### src/hw/rtl/xfd_pkg.sv
// Shared types and constants for the XOR frame decoder.
package xfd_pkg;

    localparam int MAX_PAYLOAD_DEF = 60;
    localparam int BYTE_W          = 8;
    localparam int FUNC_W          = 16;
    localparam int IDX_W           = 6;
    localparam int POS_W           = 9;
    localparam int HDR_LEN         = 3;   // func hi, func lo, length

    typedef enum logic [1:0] {
        STAT_GOOD  = 2'd0,
        STAT_CKSUM = 2'd1,
        STAT_LEN   = 2'd2
    } t_status;

    typedef enum logic [1:0] {
        ST_RX,
        ST_RD,
        ST_EMIT
    } t_state;

    typedef struct packed {
        logic take;         // input beat accepted
        logic emit_single;  // checksum beat yields one summary result
        logic start_drain;  // good frame with payload: clear drain index
        logic rd_en;        // read payload store at drain index
        logic emit_byte;    // load output with read data
    } t_dp_cmd;

    typedef struct packed {
        logic is_ck;        // current position is the checksum byte
        logic drain_req;    // checksum beat would start a payload drain
        logic out_free;     // output register can take a result this cycle
        logic idx_last;     // drain index is the final payload byte
    } t_dp_status;

endpackage

### src/hw/rtl/xfd_ctrl.sv
// Control state machine: byte intake and payload drain sequencing.
module xfd_ctrl
    import xfd_pkg::*;
(
    input  logic       i_clk,
    input  logic       i_rst_n,
    input  logic       i_in_valid,
    input  t_dp_status i_status,
    output logic       o_in_stall,
    output t_dp_cmd    o_cmd
);

    t_state r_state;
    t_state n_state;
    logic   ck_blocked;
    logic   take;

    assign ck_blocked = i_status.is_ck && !i_status.out_free;
    assign take       = (r_state == ST_RX) && i_in_valid && !ck_blocked;

    always_ff @(posedge i_clk) begin
        if (!i_rst_n) begin
            r_state <= ST_RX;
        end else begin
            r_state <= n_state;
        end
    end

    always_comb begin
        n_state = r_state;
        case (r_state)
            ST_RX: begin
                if (take && i_status.is_ck && i_status.drain_req) begin
                    n_state = ST_RD;
                end
            end
            ST_RD: begin
                n_state = ST_EMIT;
            end
            ST_EMIT: begin
                if (i_status.out_free) begin
                    n_state = i_status.idx_last ? ST_RX : ST_RD;
                end
            end
            default: begin
                n_state = ST_RX;
            end
        endcase
    end

    always_comb begin
        o_in_stall        = (r_state != ST_RX) || ck_blocked;
        o_cmd.take        = take;
        o_cmd.emit_single = take && i_status.is_ck && !i_status.drain_req;
        o_cmd.start_drain = take && i_status.is_ck && i_status.drain_req;
        o_cmd.rd_en       = (r_state == ST_RD);
        o_cmd.emit_byte   = (r_state == ST_EMIT) && i_status.out_free;
    end

endmodule

### src/hw/rtl/xfd_datapath.sv
// Frame registers, running XOR, payload store and output register.
module xfd_datapath
    import xfd_pkg::*;
#(
    parameter int MAX_PAYLOAD = MAX_PAYLOAD_DEF
) (
    input  logic              i_clk,
    input  logic              i_rst_n,
    input  t_dp_cmd           i_cmd,
    output t_dp_status        o_status,
    input  logic [BYTE_W-1:0] i_rx_byte,
    output logic              o_out_valid,
    input  logic              i_out_stall,
    output logic [1:0]        o_status_code,
    output logic [FUNC_W-1:0] o_function_code,
    output logic [BYTE_W-1:0] o_payload_length,
    output logic [IDX_W-1:0]  o_byte_index,
    output logic [BYTE_W-1:0] o_payload_byte,
    output logic              o_has_byte,
    output logic              o_last
);

    localparam int AW = (MAX_PAYLOAD > 1) ? $clog2(MAX_PAYLOAD) : 1;

    logic [POS_W-1:0]  r_pos;
    logic [POS_W-1:0]  n_pos;
    logic [FUNC_W-1:0] r_func;
    logic [BYTE_W-1:0] r_len;
    logic [BYTE_W-1:0] r_xor;
    logic [IDX_W-1:0]  r_idx;
    logic [BYTE_W-1:0] r_rd_data;
    logic [BYTE_W-1:0] r_mem [MAX_PAYLOAD];

    logic              r_out_valid;
    t_status           r_out_status;
    logic [FUNC_W-1:0] r_out_func;
    logic [BYTE_W-1:0] r_out_len;
    logic [IDX_W-1:0]  r_out_idx;
    logic [BYTE_W-1:0] r_out_byte;
    logic              r_out_has;
    logic              r_out_last;

    logic [POS_W-1:0]  pos_idx;
    logic [POS_W-1:0]  payload_end;
    logic              past_hdr;
    logic              is_payload;
    logic              is_ck;
    logic              too_long;
    logic              xor_bad;
    logic              out_free;
    logic              idx_last;
    t_status           single_code;

    assign pos_idx     = r_pos - POS_W'(HDR_LEN);
    assign payload_end = {1'b0, r_len} + POS_W'(HDR_LEN);
    assign past_hdr    = (r_pos >= POS_W'(HDR_LEN));
    assign is_payload  = past_hdr && (r_pos < payload_end);
    assign is_ck       = past_hdr && !is_payload;
    assign too_long    = ({1'b0, r_len} > POS_W'(MAX_PAYLOAD));
    assign xor_bad     = (r_xor != i_rx_byte);
    assign out_free    = !r_out_valid || !i_out_stall;
    assign idx_last    = ((BYTE_W'(r_idx) + BYTE_W'(1)) == r_len);

    assign o_status.is_ck     = is_ck;
    assign o_status.drain_req = !too_long && !xor_bad && (r_len != '0);
    assign o_status.out_free  = out_free;
    assign o_status.idx_last  = idx_last;

    always_comb begin
        if (too_long) begin
            single_code = STAT_LEN;
        end else if (xor_bad) begin
            single_code = STAT_CKSUM;
        end else begin
            single_code = STAT_GOOD;
        end
    end

    always_comb begin
        n_pos = r_pos;
        case (r_pos)
            POS_W'(0): n_pos = POS_W'(1);
            POS_W'(1): n_pos = POS_W'(2);
            POS_W'(2): n_pos = POS_W'(3);
            default: begin
                n_pos = is_payload ? r_pos + POS_W'(1) : '0;
            end
        endcase
    end

    // frame collection
    always_ff @(posedge i_clk) begin
        if (!i_rst_n) begin
            r_pos  <= '0;
            r_func <= '0;
            r_len  <= '0;
            r_xor  <= '0;
        end else if (i_cmd.take) begin
            r_pos <= n_pos;
            case (r_pos)
                POS_W'(0): begin
                    r_func[FUNC_W-1:BYTE_W] <= i_rx_byte;
                    r_xor                   <= i_rx_byte;
                end
                POS_W'(1): begin
                    r_func[BYTE_W-1:0] <= i_rx_byte;
                    r_xor              <= r_xor ^ i_rx_byte;
                end
                POS_W'(2): begin
                    r_len <= i_rx_byte;
                    r_xor <= r_xor ^ i_rx_byte;
                end
                default: begin
                    if (is_payload) begin
                        r_xor <= r_xor ^ i_rx_byte;
                    end
                end
            endcase
        end
    end

    // payload store, registered read
    always_ff @(posedge i_clk) begin
        if (i_cmd.take && is_payload && (pos_idx < POS_W'(MAX_PAYLOAD))) begin
            r_mem[pos_idx[AW-1:0]] <= i_rx_byte;
        end
        if (i_cmd.rd_en) begin
            r_rd_data <= r_mem[r_idx[AW-1:0]];
        end
    end

    always_ff @(posedge i_clk) begin
        if (!i_rst_n) begin
            r_idx <= '0;
        end else if (i_cmd.start_drain) begin
            r_idx <= '0;
        end else if (i_cmd.emit_byte) begin
            r_idx <= r_idx + IDX_W'(1);
        end
    end

    // output register
    always_ff @(posedge i_clk) begin
        if (!i_rst_n) begin
            r_out_valid <= 1'b0;
        end else if (i_cmd.emit_single || i_cmd.emit_byte) begin
            r_out_valid <= 1'b1;
        end else if (!i_out_stall) begin
            r_out_valid <= 1'b0;
        end
    end

    always_ff @(posedge i_clk) begin
        if (i_cmd.emit_single) begin
            r_out_status <= single_code;
            r_out_func   <= r_func;
            r_out_len    <= r_len;
            r_out_idx    <= '0;
            r_out_byte   <= '0;
            r_out_has    <= 1'b0;
            r_out_last   <= 1'b1;
        end else if (i_cmd.emit_byte) begin
            r_out_status <= STAT_GOOD;
            r_out_func   <= r_func;
            r_out_len    <= r_len;
            r_out_idx    <= r_idx;
            r_out_byte   <= r_rd_data;
            r_out_has    <= 1'b1;
            r_out_last   <= idx_last;
        end
    end

    assign o_out_valid      = r_out_valid;
    assign o_status_code    = r_out_status;
    assign o_function_code  = r_out_func;
    assign o_payload_length = r_out_len;
    assign o_byte_index     = r_out_idx;
    assign o_payload_byte   = r_out_byte;
    assign o_has_byte       = r_out_has;
    assign o_last           = r_out_last;

endmodule

### src/hw/rtl/xor_frame_decoder.sv
// Top level of the XOR-checksum frame decoder.
// Takes one received byte per beat; a frame is function high byte, function low byte,
// length, payload, checksum (XOR of all preceding frame bytes). Header and payload beats
// are taken one per cycle while no payload drain runs, and give no result. The checksum beat
// gives one result (status good with no payload, checksum mismatch, or length over
// MAX_PAYLOAD) or, for a good frame, starts a drain of the stored payload: each payload byte
// is read from the store, then loaded into the output register when it is free; input is held
// off until the last payload byte is loaded. Results sit in an output register; a non-checksum
// byte is taken even while a result waits there, a checksum byte waits until that register is free.
module xor_frame_decoder
    import xfd_pkg::*;
#(
    parameter int MAX_PAYLOAD = MAX_PAYLOAD_DEF
) (
    input  logic              i_clk,
    input  logic              i_rst_n,
    input  logic              i_in_valid,
    output logic              o_in_stall,
    input  logic [BYTE_W-1:0] i_rx_byte,
    output logic              o_out_valid,
    input  logic              i_out_stall,
    output logic [1:0]        o_status,
    output logic [FUNC_W-1:0] o_function_code,
    output logic [BYTE_W-1:0] o_payload_length,
    output logic [IDX_W-1:0]  o_byte_index,
    output logic [BYTE_W-1:0] o_payload_byte,
    output logic              o_has_byte,
    output logic              o_last
);

    t_dp_cmd    cmd;
    t_dp_status dp_status;

    xfd_ctrl u_ctrl (
        .i_clk      (i_clk),
        .i_rst_n    (i_rst_n),
        .i_in_valid (i_in_valid),
        .i_status   (dp_status),
        .o_in_stall (o_in_stall),
        .o_cmd      (cmd)
    );

    xfd_datapath #(
        .MAX_PAYLOAD (MAX_PAYLOAD)
    ) u_datapath (
        .i_clk            (i_clk),
        .i_rst_n          (i_rst_n),
        .i_cmd            (cmd),
        .o_status         (dp_status),
        .i_rx_byte        (i_rx_byte),
        .o_out_valid      (o_out_valid),
        .i_out_stall      (i_out_stall),
        .o_status_code    (o_status),
        .o_function_code  (o_function_code),
        .o_payload_length (o_payload_length),
        .o_byte_index     (o_byte_index),
        .o_payload_byte   (o_payload_byte),
        .o_has_byte       (o_has_byte),
        .o_last           (o_last)
    );

endmodule
### config.mk
export PLATFORM = sky130hd
export DESIGN_NAME = xor_frame_decoder
export DESIGN_NICKNAME = d
export VERILOG_FILES = /design/src/hw/rtl/xfd_pkg.sv /design/src/hw/rtl/xfd_ctrl.sv /design/src/hw/rtl/xfd_datapath.sv /design/src/hw/rtl/xor_frame_decoder.sv
export SDC_FILE = /design/constraint.sdc
export NUM_CORES = 1
export LEC_CHECK = 0
export BUFFER_PORTS_ARGS = -buffer_cell sky130_fd_sc_hd__clkbuf_2
export CORE_ASPECT_RATIO = 1.1
export CORE_MARGIN = 3
export CORE_UTILIZATION = 58
export CTS_BUF_LIST = sky130_fd_sc_hd__clkbuf_8
export CTS_CLUSTER_SIZE = 24
export DETAILED_ROUTE_END_ITERATION = 12
export GPL_ROUTABILITY_DRIVEN = 0
export PLACE_DENSITY = 0.78
export SYNTH_ARGS = -nofsm -noshare
export SYNTH_HDL_FRONTEND = slang
export SYNTH_SLANG_ARGS = --single-unit
### constraint.sdc
create_clock -name i_clk -period 3.2 [get_ports i_clk]
set_clock_uncertainty 0.1 [all_clocks]
set_input_delay 0.48 -clock i_clk [delete_from_list [all_inputs] [get_ports i_clk]]
set_output_delay 0.48 -clock i_clk [all_outputs]
set_load 0.01 [all_outputs]
Word-level counts from Yosys, hierarchy flattened. Memories as Yosys holds them, arrays and structs flattened. A register that Yosys moved wholly into a read port is not among the register bits. Cells that the tools add are included.

Output and inout bits: 44. Input bits: 12. Memories kept: 1. Bits in writable memories: 480. Register bits after elaboration: 92. Word-level logic and storage cells: 93.

Bitwise operators: 2. Muxes and demuxes: 20. Reduce and logical (&&, ||, !) cells: 37. Order comparisons: 4. Add/subtract/negate cells: 5. Equality and inequality tests: 9.

Memory list: u_datapath.r_mem (depth 60, width 8, read ports 1, clocked after memory_dff 1, wr ports 1, RTL line xfd_datapath.sv:32) `logic [BYTE_W-1:0] r_mem [MAX_PAYLOAD];`.

Operators by type and width (number): $mux 16 (2); $pmux 9 s3 (1); $mux 8 (3); $pmux 8 s2 (1); $logic_and 1x1->1 (13); $mux 2 (5); $reduce_and 2->1 (5); $add 8x2->9 const B (1); $add 9x1->9 const B (1); $eq 9x1->1 const B (1); $eq 9x2->1 const B (1); $ge 9x2->1 const B (1); $logic_not 9->1 (1); $lt 9x6->1 const B (1); $lt 9x9->1 (1); $mux 9 (1); $sub 9x2->9 const B (1); $eq 8x8->1 (1); $gt 8x6->1 const B (1); $logic_not 1->1 (8); $ne 8x8->1 (1); $reduce_bool 8->1 (1); $xor 8x8->8 (1); $add 6x1->7 const B (1); 13 further kinds (23).

Depth between registers and ports, before layout.
Word-level depth: 12. Depth in mapped cells: 13. Gate-level depth less buffers: 11.

Cells and area by module. A second synthesis with hierarchy kept.

Cell total of the unflattened synthesis: 1429. Area, all modules: 24021.8 um^2.

Modules (own cells, without submodules): xfd_datapath (area an instance 23859.1 um^2, instances 1, cells an instance 1410, seq. area each 16716.0 um^2); xfd_ctrl (area an instance 162.7 um^2, instances 1, cells an instance 19, seq. area each 40.0 um^2).

Worst setup path after synthesis. OpenSTA, ideal clock, no wires.

Path type: register to register. From: register u_datapath.r_len[0]. To: register u_datapath.r_out_func[0] (netlist: u_datapath.o_function_code[0]), enable pin. Path slack: -0.287 ns. Data arrival time: 3.000 ns. Clock period less this slack: 3.487 ns. Cell stages (with the launch flop): 13. Path buffers: 1. Required time: 2.713 ns. Setup time: 0.387 ns. Path through: dfxtp_1 inv_1 ha_1 nor3_1 nand3_1 ha_1 nand4_1 a21oi_1 a21o_1 nand3_1 nor2b_1 buf_2 nand2b_1.

Cells in the longest elaborated chain, start to end: 11. Elaborated cells between the ends (all ways): 17. Those cells by class: 1 x add/sub; 2 x order compare; 14 x reduce/logical.

Ends and longest elaborated chain: start: declaration (RTL line xfd_datapath.sv:28) `logic [BYTE_W-1:0] r_len;`; start signal: assignment (RTL line xfd_datapath.sv:110) `r_len <= i_rx_byte;`; $add 8x2->9 (RTL line xfd_datapath.sv:55) `assign payload_end = {1'b0, r_len} + POS_W'(HDR_LEN);`; $lt 9x9->1 (RTL line xfd_datapath.sv:57) `assign is_payload = past_hdr && (r_pos < payload_end);`; $logic_and 1x1->1 (RTL line xfd_datapath.sv:57); $logic_not 1->1 (RTL line xfd_datapath.sv:58) `assign is_ck = past_hdr && !is_payload;`; $logic_and 1x1->1 (RTL line xfd_datapath.sv:58); $logic_and 1x1->1 (RTL line xfd_ctrl.sv:18) `assign ck_blocked = i_status.is_ck && !i_status.out_free;`; $logic_not 1->1 (RTL line xfd_ctrl.sv:19) `assign take = (r_state == ST_RX) && i_in_valid && !ck_blocked;`; $logic_and 1x1->1 (RTL line xfd_ctrl.sv:19); $logic_and 1x1->1 (RTL line xfd_ctrl.sv:54) `o_cmd.emit_single = take && i_status.is_ck && !i_status.drain_req;`; $logic_and 1x1->1 (*) (RTL line xfd_ctrl.sv:54); $reduce_bool 2->1 (no line) (*); end signal: assignment (RTL line xfd_datapath.sv:156) `r_out_func <= r_func;`; end signal: assignment (RTL line xfd_datapath.sv:164) `r_out_func <= r_func;`; end: declaration (RTL line xfd_datapath.sv:36) `logic [FUNC_W-1:0] r_out_func;`.

Mark *: on every way between the ends. The rest lies on a longest branch, timed or not. A chain may end at the register's enable or synchronous reset.

Worst setup path after layout.
From: register u_datapath.r_len[1]. To: output port o_in_stall.

Cells in the longest elaborated chain, start to end: 7.

Ends and longest elaborated chain: $add 8x2->9 (RTL line xfd_datapath.sv:55); $lt 9x9->1 (RTL line xfd_datapath.sv:57); $logic_and 1x1->1 (RTL line xfd_datapath.sv:57); $logic_not 1->1 (RTL line xfd_datapath.sv:58); $logic_and 1x1->1 (RTL line xfd_datapath.sv:58); $logic_and 1x1->1 (RTL line xfd_ctrl.sv:18); $logic_or 1x1->1 (RTL line xfd_ctrl.sv:52) `o_in_stall = (r_state != ST_RX) || ck_blocked;`; end: declaration (RTL line xor_frame_decoder.sv:18) `output logic o_in_stall,`.

Every way passes these cells.

==> reports/qor.yml <==
floorplan:
  ios: 56
  rows: 76
  die_area_sq_um: 42580
  core-area_sq_um: 39370
  die_x_um: 197.0
  die_h_um: 216.1
  start_util_pct: 59.13
final_layout:
  fin_cells: 2161
  seq_area_sq_um: 16770
  layout_commonest_cell: "edfxtp_1"
  layout.nets: 1606
  final_cell_mix: "edfxtp_1 (514), nand2_1 (130), mux4_2 (120), buf_4 (120), clkbuf_8 (101)"
  diodes: 0
  multi_input_area_sq_um: 6416
  fill_cells: 2478
  syn_to_final_growth_pct: 16.60
  utilization_pct: 68.95
  layout-drive-gt1-share_pct: 30.41
clocking:
  cts_htree_levels: 3
  cts-root-buf: "clkbuf_8"
  clk_latency_ns: 0.64
  cts_inserted_buffers: 87
  cts_tree: "yes"
  clkTransAtPathRegs_ns: 0.06
  postCtsHoldBufs: 0
  clockBufferDepth: 3
  clock_sinks: 580
setup_path:
  cp_num_cells: 11
  crit_slowest_cell: "dfxtp_2"
  r2r_setup_slack_ns: 0.11
  crit_path_max_fanout: 3
  cp-end-kind: "output port"
  critPathRequiredTime_ns: 2.62
  reg2reg_from: "u_datapath.r_len[1]$_SDFFE_PN0P_"
  cp.arrival_ns: 2.65
  cp_cell_sequence: "inv_2 -> ha_4 -> nor3_4 -> buf_6 -> nand3_4 -> ha_4 -> nand4_1 -> a21oi_2 -> a21oi_2 -> o21ai_4 -> buf_6"
  worstSetupPathType: "flip-flop to output port"
  crit_buf_inv: 3
  slowest_delay_ns: 0.35
  crit_family: "compound AO/OA/AOI/OAI gates"
  start_kind: "flip-flop"
  r2r-end: "u_datapath.r_mem[12][6]$_DFFE_PP_"
  reg2regPathDepth: 15
timing:
  tightest_slew_ns: 0.9390
  maxSlewViolCount: 0
  rsz0062_at_grt: "true"
  slew_headroom_pct: 36.41
  fin_crit_ns: 3.231
  fmaxAchievable_mhz: 309.5
  final-hold-violation-count: 0
  tns_ns: -0.03057
  timing.final.ws_setup_ns: -0.03057
  whs_ns: 0.2945
  min_period_over_period_pct: 101.0
  setup-violations-final: 1
synthesis:
  synthCells: 1371
  synthTopCellsByArea: "edfxtp_1 (66%), mux4_2 (12%), dfxtp_1 (5.7%)"
  synthArstFlopShare_pct: 0
  yosys.area_share.simple_pct: 6.154
  syn_avg_cell_area_sq_um: 16.98
  syn_nets: 1397
  synth.top_cell.area_share_pct: 66.30
  synthMuxAreaShare_pct: 12.68
  yosys.area.top_type: "edfxtp_1"
  synthAdderAreaFrac_pct: 0.7524
  synth_xor_area_share_pct: 1.317
  synth-seq-area-share_pct: 71.98
  synth-compound-area-share_pct: 5.590
  yosys_most_used_dff: "edfxtp_1"
  syn_area_sq_um: 23280
  ys_seq_elements: 580
  synth_warnings: 0
  post_synth_num_cell_types: 58
  synth_edf_count: 514
  synth_top_family_by_area: "multiplexers"
power_and_ir_drop:
  peakVddDrop_mv: 0.3357
  pwr-share-comb_pct: 3.3
  power_density_nw_per_um2: 538.7
  p_sw_mw: 3.173
  p_leak_nw: 8.994
  pwr-share-clk_pct: 40.0
  intPower_mw: 11.45
  seqPwrFrac_pct: 56.7
  p_sw_share_pct: 21.70
global_routing:
  first_global_vias: 13500
  grt_max_degree: 64
  grt.total_usage_pct: 26.81
  antenna_found_initial: 1
  globalRouteOverflowTotal: 0
  grt_pass1_wl_mm: 84.63
flow_run:
  cap_violations: 0
hold_path:
  hold_start: "i_out_stall"
  hold_end: "u_datapath.o_out_valid$_SDFFE_PN0P_"
  min_delay_path_depth: 3
  min_path_type: "input port to flip-flop"
routing:
  ant_nets: 0
  drc: 0
  routed_wirelength_mm: 56.24
  via_count: 13640
  firstDrtPassIters: 5
  wl_per_cell_um: 26.02
  drt_iter0_drc: 1675
  viasPerCell: 6.311
outcome:
  status: "finished, violations left"
  violations: "setup timing"
place:
  place_inst: 1996
  hpwl_mm: 35.91
  portBuffers: 55
routing by layer:
metal	vias to the layer above	routed length, um	global-route usage, %
met3	132	5588	6.685
met4	0	2454	11.38
met1	6747	21510	37.27
met2	877	26680	41.24
met5	-	0	0
li1	5882	-	-
per-stage QoR:
stage	setup slack (ns)	total power, mW	cell area [sq um]
finish	-0.03057	14.62	27140
detailed placement	-0.1555	8.905	25150
global placement	-0.04343	8.892	25150
CTS	-0.04441	14.70	27000
global route	-0.1038	15.11	27140
floorplan	-0.1391	8.631	23320
cells in the mapped netlist (all sizes together), types with 2 or more instances:
cell type / count
a221o: 8
or4: 2
nand2b: 4
dfxtp: 66
a21oi: 53
nand3b: 2
xnor2: 10
o21bai: 2
a22oi: 40
o21ai: 42
mux2i: 25
ha: 14
nor4: 5
nor2b: 8
a2111oi: 2
a211oi: 2
edfxtp: 514
nor2: 89
mux4: 120
a31oi: 11
clkbuf: 56
o2111ai: 4
nand3: 24
nand4: 7
o32ai: 4
nor3: 8
or3: 19
and2: 10
xor2: 25
a31o: 3
nand2: 133
a221oi: 4
buf: 22
inv: 10
a22o: 8
and3: 3
a21o: 2
timing repair:
action | CTS | global route
pin swaps | 13 | 15
endpoints found under the hold margin | 0 | 0
endpoints found under the setup margin | 225 | 271
gates resized for setup | 32 | 29
setup buffers | 2 | 2
cell type report:
class | instances | area share (%)
Timing Repair Buffer | 198 | 5.762
Clock buffer | 101 | 5.121
Multi-Input combinational cell | 703 | 23.64
Clock inverter | 62 | 1.212
Tap cell | 507 | 2.337
Inverter | 10 | 0.1383
Sequential cell | 580 | 61.79
cell families (layout without fill, tap and decap cells):
kind of cell,after synthesis,count (layout)
XOR/XNOR,35,35
flip-flops,580,580
buffers and inverters,88,371
AND/OR/NAND/NOR,316,316
multiplexers,145,145
adder cells (fa/ha/maj),14,14
AO/OA/AOI/OAI,193,193
registers in the layout, indices dropped and copies added, names as in the netlist, 8 cells and up:
register                     cells
u_datapath.o_payload_byte        8
u_datapath.o_payload_length      8
u_datapath.r_len                 8
u_datapath.r_func               16
u_datapath.o_function_code      16
u_datapath.r_rd_data             8
u_datapath.r_mem               480
u_datapath.r_pos                 9
u_datapath.r_xor                 8
worst min-delay path, cell delays in order:
cell and delay, ns:
clkbuf_2 0.09, and2_1 0.26, o31a_1 0.17
how the worst max path moves through the flow:
| stage | from | end | slack (ns) |
|---|---|---|---|
| after floorplan | u_datapath.r_len[0]$_SDFFE_PN0P_ | u_datapath.r_mem[58][0]$_DFFE_PP_ | -0.14 |
| after global placement | u_datapath.r_len[0]$_SDFFE_PN0P_ | u_datapath.r_mem[9][6]$_DFFE_PP_ | -0.04 |
| after detailed placement | u_datapath.r_len[0]$_SDFFE_PN0P_ | u_datapath.r_mem[15][3]$_DFFE_PP_ | -0.16 |
| after CTS | u_datapath.r_len[0]$_SDFFE_PN0P_ | o_in_stall | -0.04 |
| after global routing | u_datapath.r_len[1]$_SDFFE_PN0P_ | o_in_stall | -0.10 |
| final | u_datapath.r_len[1]$_SDFFE_PN0P_ | o_in_stall | -0.03 |
power by group through the flow:
stage	clock, mW	sequential (mW)	combinational [mW]
after CTS	5.94	8.28	0.473
after floorplan	0	8.44	0.187
after detailed placement	0	8.44	0.462
after global placement	0	8.44	0.450
after global routing	6.31	8.28	0.519
final	5.85	8.29	0.487
Power figures use the tool's default switching activity.
